### src/rtl/tpd_pkg.sv
// Shared types and constants for the three-point derivative unit.
// Used by tpd_ctrl, tpd_dp and three_point_derivative_unit; no dependencies.
`default_nettype none
package tpd_pkg;

	localparam logic [1:0] ST_OK    = 2'd0;
	localparam logic [1:0] ST_SHORT = 2'd1;
	localparam logic [1:0] ST_EQUAL = 2'd2;
	localparam logic [1:0] ST_SAT   = 2'd3;

	// multiply phases of one derivative
	localparam logic [2:0] PH_P1A = 3'd0;  // first product, first factor
	localparam logic [2:0] PH_P1B = 3'd1;  // first product, second factor
	localparam logic [2:0] PH_P2A = 3'd2;  // second product, first factor
	localparam logic [2:0] PH_P2B = 3'd3;  // second product, second factor
	localparam logic [2:0] PH_DNA = 3'd4;  // denominator, first factor
	localparam logic [2:0] PH_DNB = 3'd5;  // denominator, second factor

	localparam logic [1:0] AT_FIRST = 2'd0;
	localparam logic [1:0] AT_MID   = 2'd1;
	localparam logic [1:0] AT_LAST  = 2'd2;

	typedef enum logic [1:0] {
		KIND_CALC  = 2'd0,
		KIND_SHORT = 2'd1,
		KIND_EQUAL = 2'd2
	} kind_t;

	typedef enum logic [7:0] {
		S_IDLE   = 8'b0000_0001,
		S_START  = 8'b0000_0010,
		S_MSTART = 8'b0000_0100,
		S_MUL    = 8'b0000_1000,
		S_DSTART = 8'b0001_0000,
		S_DIV    = 8'b0010_0000,
		S_ROUND  = 8'b0100_0000,
		S_EMIT   = 8'b1000_0000
	} state_t;

	typedef struct packed {
		logic       win_wr;
		logic       win_shift;
		logic [1:0] win_idx;
		logic       win_clr;
		logic       mul_start;
		logic       mul_step;
		logic [2:0] phase;
		logic [1:0] at;
		logic       div_start;
		logic       div_step;
		logic       round;
		logic       out_load;
		kind_t      kind;
		logic       run_end;
	} tpd_cmd_t;

	typedef struct packed {
		logic hzero;
		logic mul_done;
		logic div_done;
		logic out_free;
	} tpd_sts_t;

endpackage
`default_nettype wire

### src/rtl/tpd_ctrl.sv
// Controller of the three-point derivative unit: run bookkeeping and the
// multiply/divide sequence. Depends on tpd_pkg.
`default_nettype none
module tpd_ctrl (
	input  wire logic              clk,
	input  wire logic              arst_n,
	input  wire logic              in_valid,
	output logic                   in_ready,
	input  wire logic              last_point,
	input  wire tpd_pkg::tpd_sts_t sts,
	output tpd_pkg::tpd_cmd_t      cmd
);

	tpd_pkg::state_t state_q, state_n;
	logic [1:0]      cnt_q, cnt_n;
	logic [1:0]      at_q, at_n;
	logic [1:0]      end_q, end_n;
	logic            last_q, last_n;
	logic [2:0]      ph_q, ph_n;
	tpd_pkg::kind_t  kind_q, kind_n;

	always_ff @(posedge clk or negedge arst_n) begin
		if (!arst_n) begin
			state_q <= tpd_pkg::S_IDLE;
			cnt_q   <= 2'd0;
			at_q    <= 2'd0;
			end_q   <= 2'd0;
			last_q  <= 1'b0;
			ph_q    <= 3'd0;
			kind_q  <= tpd_pkg::KIND_CALC;
		end else begin
			state_q <= state_n;
			cnt_q   <= cnt_n;
			at_q    <= at_n;
			end_q   <= end_n;
			last_q  <= last_n;
			ph_q    <= ph_n;
			kind_q  <= kind_n;
		end
	end

	assign in_ready = (state_q == tpd_pkg::S_IDLE);

	always_comb begin
		state_n = state_q;
		cnt_n   = cnt_q;
		at_n    = at_q;
		end_n   = end_q;
		last_n  = last_q;
		ph_n    = ph_q;
		kind_n  = kind_q;
		cmd     = '0;
		cmd.phase   = ph_q;
		cmd.at      = at_q;
		cmd.kind    = kind_q;
		cmd.run_end = (kind_q == tpd_pkg::KIND_SHORT) || (last_q && at_q == end_q);
		cmd.win_idx = cnt_q;
		case (state_q)
			tpd_pkg::S_IDLE: begin
				if (in_valid) begin
					last_n = last_point;
					if (cnt_q < 2'd2) begin
						if (last_point) begin
							kind_n  = tpd_pkg::KIND_SHORT;
							state_n = tpd_pkg::S_EMIT;
						end else begin
							cmd.win_wr = 1'b1;
							cnt_n      = cnt_q + 2'd1;
						end
					end else begin
						if (cnt_q == 2'd2) begin
							cmd.win_wr = 1'b1;
							at_n       = tpd_pkg::AT_FIRST;
						end else begin
							cmd.win_shift = 1'b1;
							at_n          = tpd_pkg::AT_MID;
						end
						cnt_n   = 2'd3;
						end_n   = last_point ? tpd_pkg::AT_LAST : tpd_pkg::AT_MID;
						state_n = tpd_pkg::S_START;
					end
				end
			end
			tpd_pkg::S_START: begin
				if (sts.hzero) begin
					kind_n  = tpd_pkg::KIND_EQUAL;
					state_n = tpd_pkg::S_EMIT;
				end else begin
					kind_n  = tpd_pkg::KIND_CALC;
					ph_n    = tpd_pkg::PH_P1A;
					state_n = tpd_pkg::S_MSTART;
				end
			end
			tpd_pkg::S_MSTART: begin
				cmd.mul_start = 1'b1;
				state_n       = tpd_pkg::S_MUL;
			end
			tpd_pkg::S_MUL: begin
				cmd.mul_step = 1'b1;
				if (sts.mul_done) begin
					if (ph_q == tpd_pkg::PH_DNB) begin
						state_n = tpd_pkg::S_DSTART;
					end else begin
						ph_n    = ph_q + 3'd1;
						state_n = tpd_pkg::S_MSTART;
					end
				end
			end
			tpd_pkg::S_DSTART: begin
				cmd.div_start = 1'b1;
				state_n       = tpd_pkg::S_DIV;
			end
			tpd_pkg::S_DIV: begin
				cmd.div_step = 1'b1;
				if (sts.div_done) begin
					state_n = tpd_pkg::S_ROUND;
				end
			end
			tpd_pkg::S_ROUND: begin
				cmd.round = 1'b1;
				state_n   = tpd_pkg::S_EMIT;
			end
			tpd_pkg::S_EMIT: begin
				if (sts.out_free) begin
					cmd.out_load = 1'b1;
					if (kind_q == tpd_pkg::KIND_SHORT || at_q == end_q) begin
						if (last_q) begin
							cmd.win_clr = 1'b1;
							cnt_n       = 2'd0;
						end
						state_n = tpd_pkg::S_IDLE;
					end else begin
						at_n    = at_q + 2'd1;
						state_n = tpd_pkg::S_START;
					end
				end
			end
			default: begin
				state_n = tpd_pkg::S_IDLE;
			end
		endcase
	end

endmodule
`default_nettype wire

### config.mk
export PLATFORM = sky130hd
export DESIGN_NAME = tpd_ctrl
export DESIGN_NICKNAME = d
export VERILOG_FILES = /design/src/rtl/tpd_pkg.sv /design/src/rtl/tpd_ctrl.sv
export SDC_FILE = /design/constraint.sdc
export NUM_CORES = 1
export LEC_CHECK = 0
export ABC_AREA = 1
export BUFFER_PORTS_ARGS = -buffer_cell sky130_fd_sc_hd__buf_2
export CAP_MARGIN = 20
export CORE_MARGIN = 10
export CORE_UTILIZATION = 55
export DETAILED_ROUTE_END_ITERATION = 10
export PLACE_DENSITY_LB_ADDON = 0.25
export SLEW_MARGIN = 20
export SYNTH_ARGS = -nofsm -noshare
export SYNTH_HDL_FRONTEND = slang
export SYNTH_SLANG_ARGS = --single-unit
### constraint.sdc
create_clock -name clk -period 2.1 [get_ports clk]
set_clock_uncertainty 0.05 [all_clocks]
set_input_delay 0.42 -clock clk [delete_from_list [all_inputs] [get_ports clk]]
set_output_delay 0.42 -clock clk [all_outputs]
set_load 0.01 [all_outputs]
Yosys cells after proc, flatten, opt, wreduce, memory -nomap -nowiden:

Index checks and enable logic that the tools add are counted.
W data, S select, Z words.

* memory bits (writable): 0
* bits of input ports: 8
* bits in read-only memories: 0
* logic and storage cells: 102
* register bits: 20
* memories: 0
* output and inout port bits: 20
* latch bits: 0

* shifts and indexed selects: 0
* $mul: 0
* multiplexer cells: 51
* reductions and logical operators: 13
* div/mod/pow operators: 0
* equal/unequal tests: 26
* $lt $le $gt $ge: 1
* add/subtract/negate cells: 3
* bitwise operators: 1

Operators with widths (count)
* $pmux W8 S8: 1
* $mux W8: 7
* $mux W2: 18
* $ne A2 B2 Y1 const B: 10
* $mux W1: 17
* $pmux W2 S2: 3
* $reduce_and A5 Y1: 2
* $mux W3: 3
* $eq A8 B1 Y1 const B: 1
* $eq A8 B2 Y1 const B: 1
* $eq A8 B3 Y1 const B: 1
* $eq A8 B4 Y1 const B: 1
* $eq A8 B5 Y1 const B: 1
* $eq A8 B6 Y1 const B: 1
* $eq A8 B7 Y1 const B: 1
* $eq A8 B8 Y1 const B: 1
* $reduce_and A4 Y1: 2
* $ne A3 B3 Y1 const B: 2
* $pmux W3 S2: 1
* $reduce_and A6 Y1: 1
* $reduce_bool A2 Y1: 3
* $mux W5: 1
* $add A2 B1 Y2 const B: 2
* $ne A2 B1 Y1 const B: 2
* 11 further kinds: 12

Longest topological paths before layout:

* depth after elaboration: 5
* mapped depth: 11

Worst setup path before layout:

Ideal clock, no wire load.

* path kind: register to output
* start: reg state_q[0]
* end: out cmd[18] in the netlist's numbering
* path buffers: 0
* stages on the path, launching flop included: 7
* path slack: 0.387 ns
* arrival time: 1.243 ns
* cells stage by stage: dfstp_2 nand2_1 nor2_1 nand2_2 nor2_2 o21ai_0 a21oi_1

RTL lines
* start, declared: line tpd_ctrl.sv:14 `tpd_pkg::state_t state_q, state_n;`
* start signal, assigned: line tpd_ctrl.sv:24 `state_q <= tpd_pkg::S_IDLE;`
* start signal, assigned: line tpd_ctrl.sv:32 `state_q <= state_n;`
* end, declared: line tpd_ctrl.sv:11 `output tpd_pkg::tpd_cmd_t cmd`

==> results_dict.tcl <==
set metrics [dict create \
    final_nets 243 \
    initial_core_util_pct 59.70 \
    drv_slew 0 \
    synth_top_area_share_pct 34.99 \
    postRouteAntennaNets 0 \
    cpPeakStageDelay_ns 0.58 \
    row_count 17 \
    worst_setup_path_start_kind "flip-flop" \
    dr.pass1.iters 4 \
    htree_levels 1 \
    clock-sinks 20 \
    synth_area_leaders "dfrtp_1, nand2_1, inv_1, nor2_1, nand2_2" \
    syn_nets 205 \
    syn2layout_area_growth_pct 20.26 \
    post-route-drc-count 0 \
    drt_iter0_markers 127 \
    timing.critical_path.buf_inv 1 \
    seq_area_frac_synth_pct 36.92 \
    hold_path_class "in2async" \
    worst_slew_pin_slew_ns 0.4847 \
    finalSetupViolCount 0 \
    place_area_um2 1529 \
    arrival_ns 1.62 \
    dieArea_um2 4859 \
    min_period_ns 2.094 \
    crit_cells 7 \
    crit_path_end_kind "output pin" \
    pin_count 28 \
    slew_headroom_pct 67.68 \
    grt_setup_unrepaired "yes" \
    r2r_slack_ns 0.48 \
    synth_cells 195 \
    ys_ff_latch 20 \
    final_cells 260 \
    p_per_area_nw_per_um2 1289 \
    fp.dieW_um 69.71 \
    place_congestion 0.9200 \
    insertion_delay_ns 0.31 \
    antenna_found_initial 0 \
    cts_tree "built" \
    max_cap_viol_count 0 \
    routed_wl_um 3434 \
    place_inst 250 \
    grt_pass1_vias 1338 \
    synth_cell_type_count 27 \
    antenna_cells 0 \
    startpoint "state_q[0]" \
    grt_pass1_wl_um 5844 \
    cts.clk_slew.worst_paths_ns 0.12 \
    required_ns 1.63 \
    cp_top_family "flip-flops" \
    grt_remaining_overflow 0 \
    wire_per_inst_um 13.21 \
    cp_max_fo 4 \
    place_hpwl_um 2658 \
    via_count 1380 \
    cts.path.max_buffers 2 \
    final.setup.tns_ns 0 \
    die_h_um 69.71 \
    ctsHoldBuffers 0 \
    endpoint "cmd[18]" \
    cts_inserted_buffers 3 \
    status "finished, violations left" \
    synth_edf_count 0 \
    final-hold-violation-count 10 \
    r2r-end "ph_q[0]" \
    finalInstanceArea_um2 1634 \
    ys_async_sr_fraction_pct 100.0 \
    grt_usage_pct 14.07 \
    leakagePower_uw 0.0009853 \
    worst_path_max_delay_cell "dfstp_2" \
    yosysTopAreaCell "dfrtp_1" \
    violations "negative hold slack" \
    path_cells "nand2_2, nor2_4, nand2_4, nor2_4, o21ai_1, a21oi_1, buf_2" \
    r2r_start "state_q[4]" \
    synth.cell_area_um2 1359 \
    ir_drop_mv 0.9344 \
    ys.flop_type "dfrtp_1" \
    ys.warnings.count 0 \
    whs_ns -0.006313 \
    worstSetupPathType "reg2out" \
    via_per_inst 5.308 \
    drive_above_1_share_pct 31.47 \
    r2r_cells 11 \
    cts-root-buf "clkbuf_4" \
    path_common_cell "nor2_4" \
    coreArea_um2 2276 \
    grt_max_degree 21 \
    portBuffers 27 \
    max_freq_mhz 477.5 \
    avgSynthCellArea_um2 6.968 \
    fin_crit_sh_pct 99.72 \
]
## what timing repair did
| item | in CTS | in global routing |
|---|---|---|
| pin swaps | 2 | 3 |
| endpoints found under the setup margin | 2 | 3 |
| resized for setup | 4 | 6 |
| buffers inserted | 2 | 4 |
## state kept, by name, indices dropped and copies added (netlist names)
register and cells:
ph_q 3, last_q 1, at_q 2, state_q 8, cnt_q 2, kind_q 2, end_q 2
## logic make-up after synthesis
logic type	count (synthesis)	share of synthesized area (%)
buffers and inverters	31	8.839
flip-flops	20	36.93
AO/OA/AOI/OAI	13	4.972
XOR/XNOR	2	1.289
adder cells (fa/ha/maj)	2	1.841
AND/OR/NAND/NOR	127	46.13
## power by group
part,switching (uW),internal (uW)
combinational,793,470
clock,130,74.3
sequential,124,515
total,1050,1060
## worst min path at each step
stage               startpoint          to  slack (ns)  cells after the start
global route            arst_n  state_q[4]       0.007                      1
CTS                     arst_n  state_q[6]        0.01                      1
finish                  arst_n  state_q[4]      -0.006                      1
detailed placement      arst_n    cnt_q[1]        0.35                      1
global placement        arst_n  state_q[5]        0.34                      1
floorplan               arst_n     at_q[0]        0.07                      0
## placed cells by master, fill, tap and decap left out, types with 4 or more instances in the layout
cell	count
nand2_1	66
buf_2	27
inv_1	23
nor2_1	19
dfrtp_1	18
nand2_2	8
nand3_1	8
inv_2	6
o21ai_0	6
buf_4	6
nand2_4	5
nand3_2	5
nand4_1	5
nor2_4	4
## worst register-to-register path: cells and delay by family, from the launching register on
kind	cells	cell delay (ns)
flip-flops	1	0.41
buffers and inverters	4	0.38
AND/OR/NAND/NOR	7	0.69
## area by class of cell
| class | count | area [um2] |
|---|---|---|
| fill | 210 | 641.9 |
| clock buffer | 4 | 26.28 |
| tap | 28 | 35.03 |
| inverter | 31 | 120.1 |
| multi-input combinational | 144 | 769.5 |
| timing repair buffer | 33 | 180.2 |
| sequential | 20 | 503.0 |
## Yosys cell counts, types with 2 or more instances
library cell  number
a21oi_1            3
dfrtp_1           19
ha_1               2
inv_1             23
inv_2              6
nand2_1           67
nand2_2            9
nand2_4            3
nand3_1            8
nand3_2            5
nand4_1            5
nor2_1            21
nor2_2             2
nor2_4             2
o21ai_0            7
o21ai_1            2
## routing by layer
layer  GRT usage, %  share of wire, %  vias to the layer above
met5              0                 0                        -
met4          5.435               1.5                        0
met3          3.424               6.1                        9
met2          23.29                48                       39
met1          17.00                44                      648
li1               -                 -                      684
## stage by stage
stage | total power (uW) | utilization, % | setup slack [ns]
global route | 2312 | 71.80 | -0.07505
global placement | 1739 | 67.18 | 0.2998
floorplan | 1462 | - | 0.3869
finish | 2106 | 71.80 | 0.005877
CTS | 2003 | 69.65 | 0.001174
detailed placement | 1768 | 67.18 | 0.2805
Power figures use the tool's default switching activity.
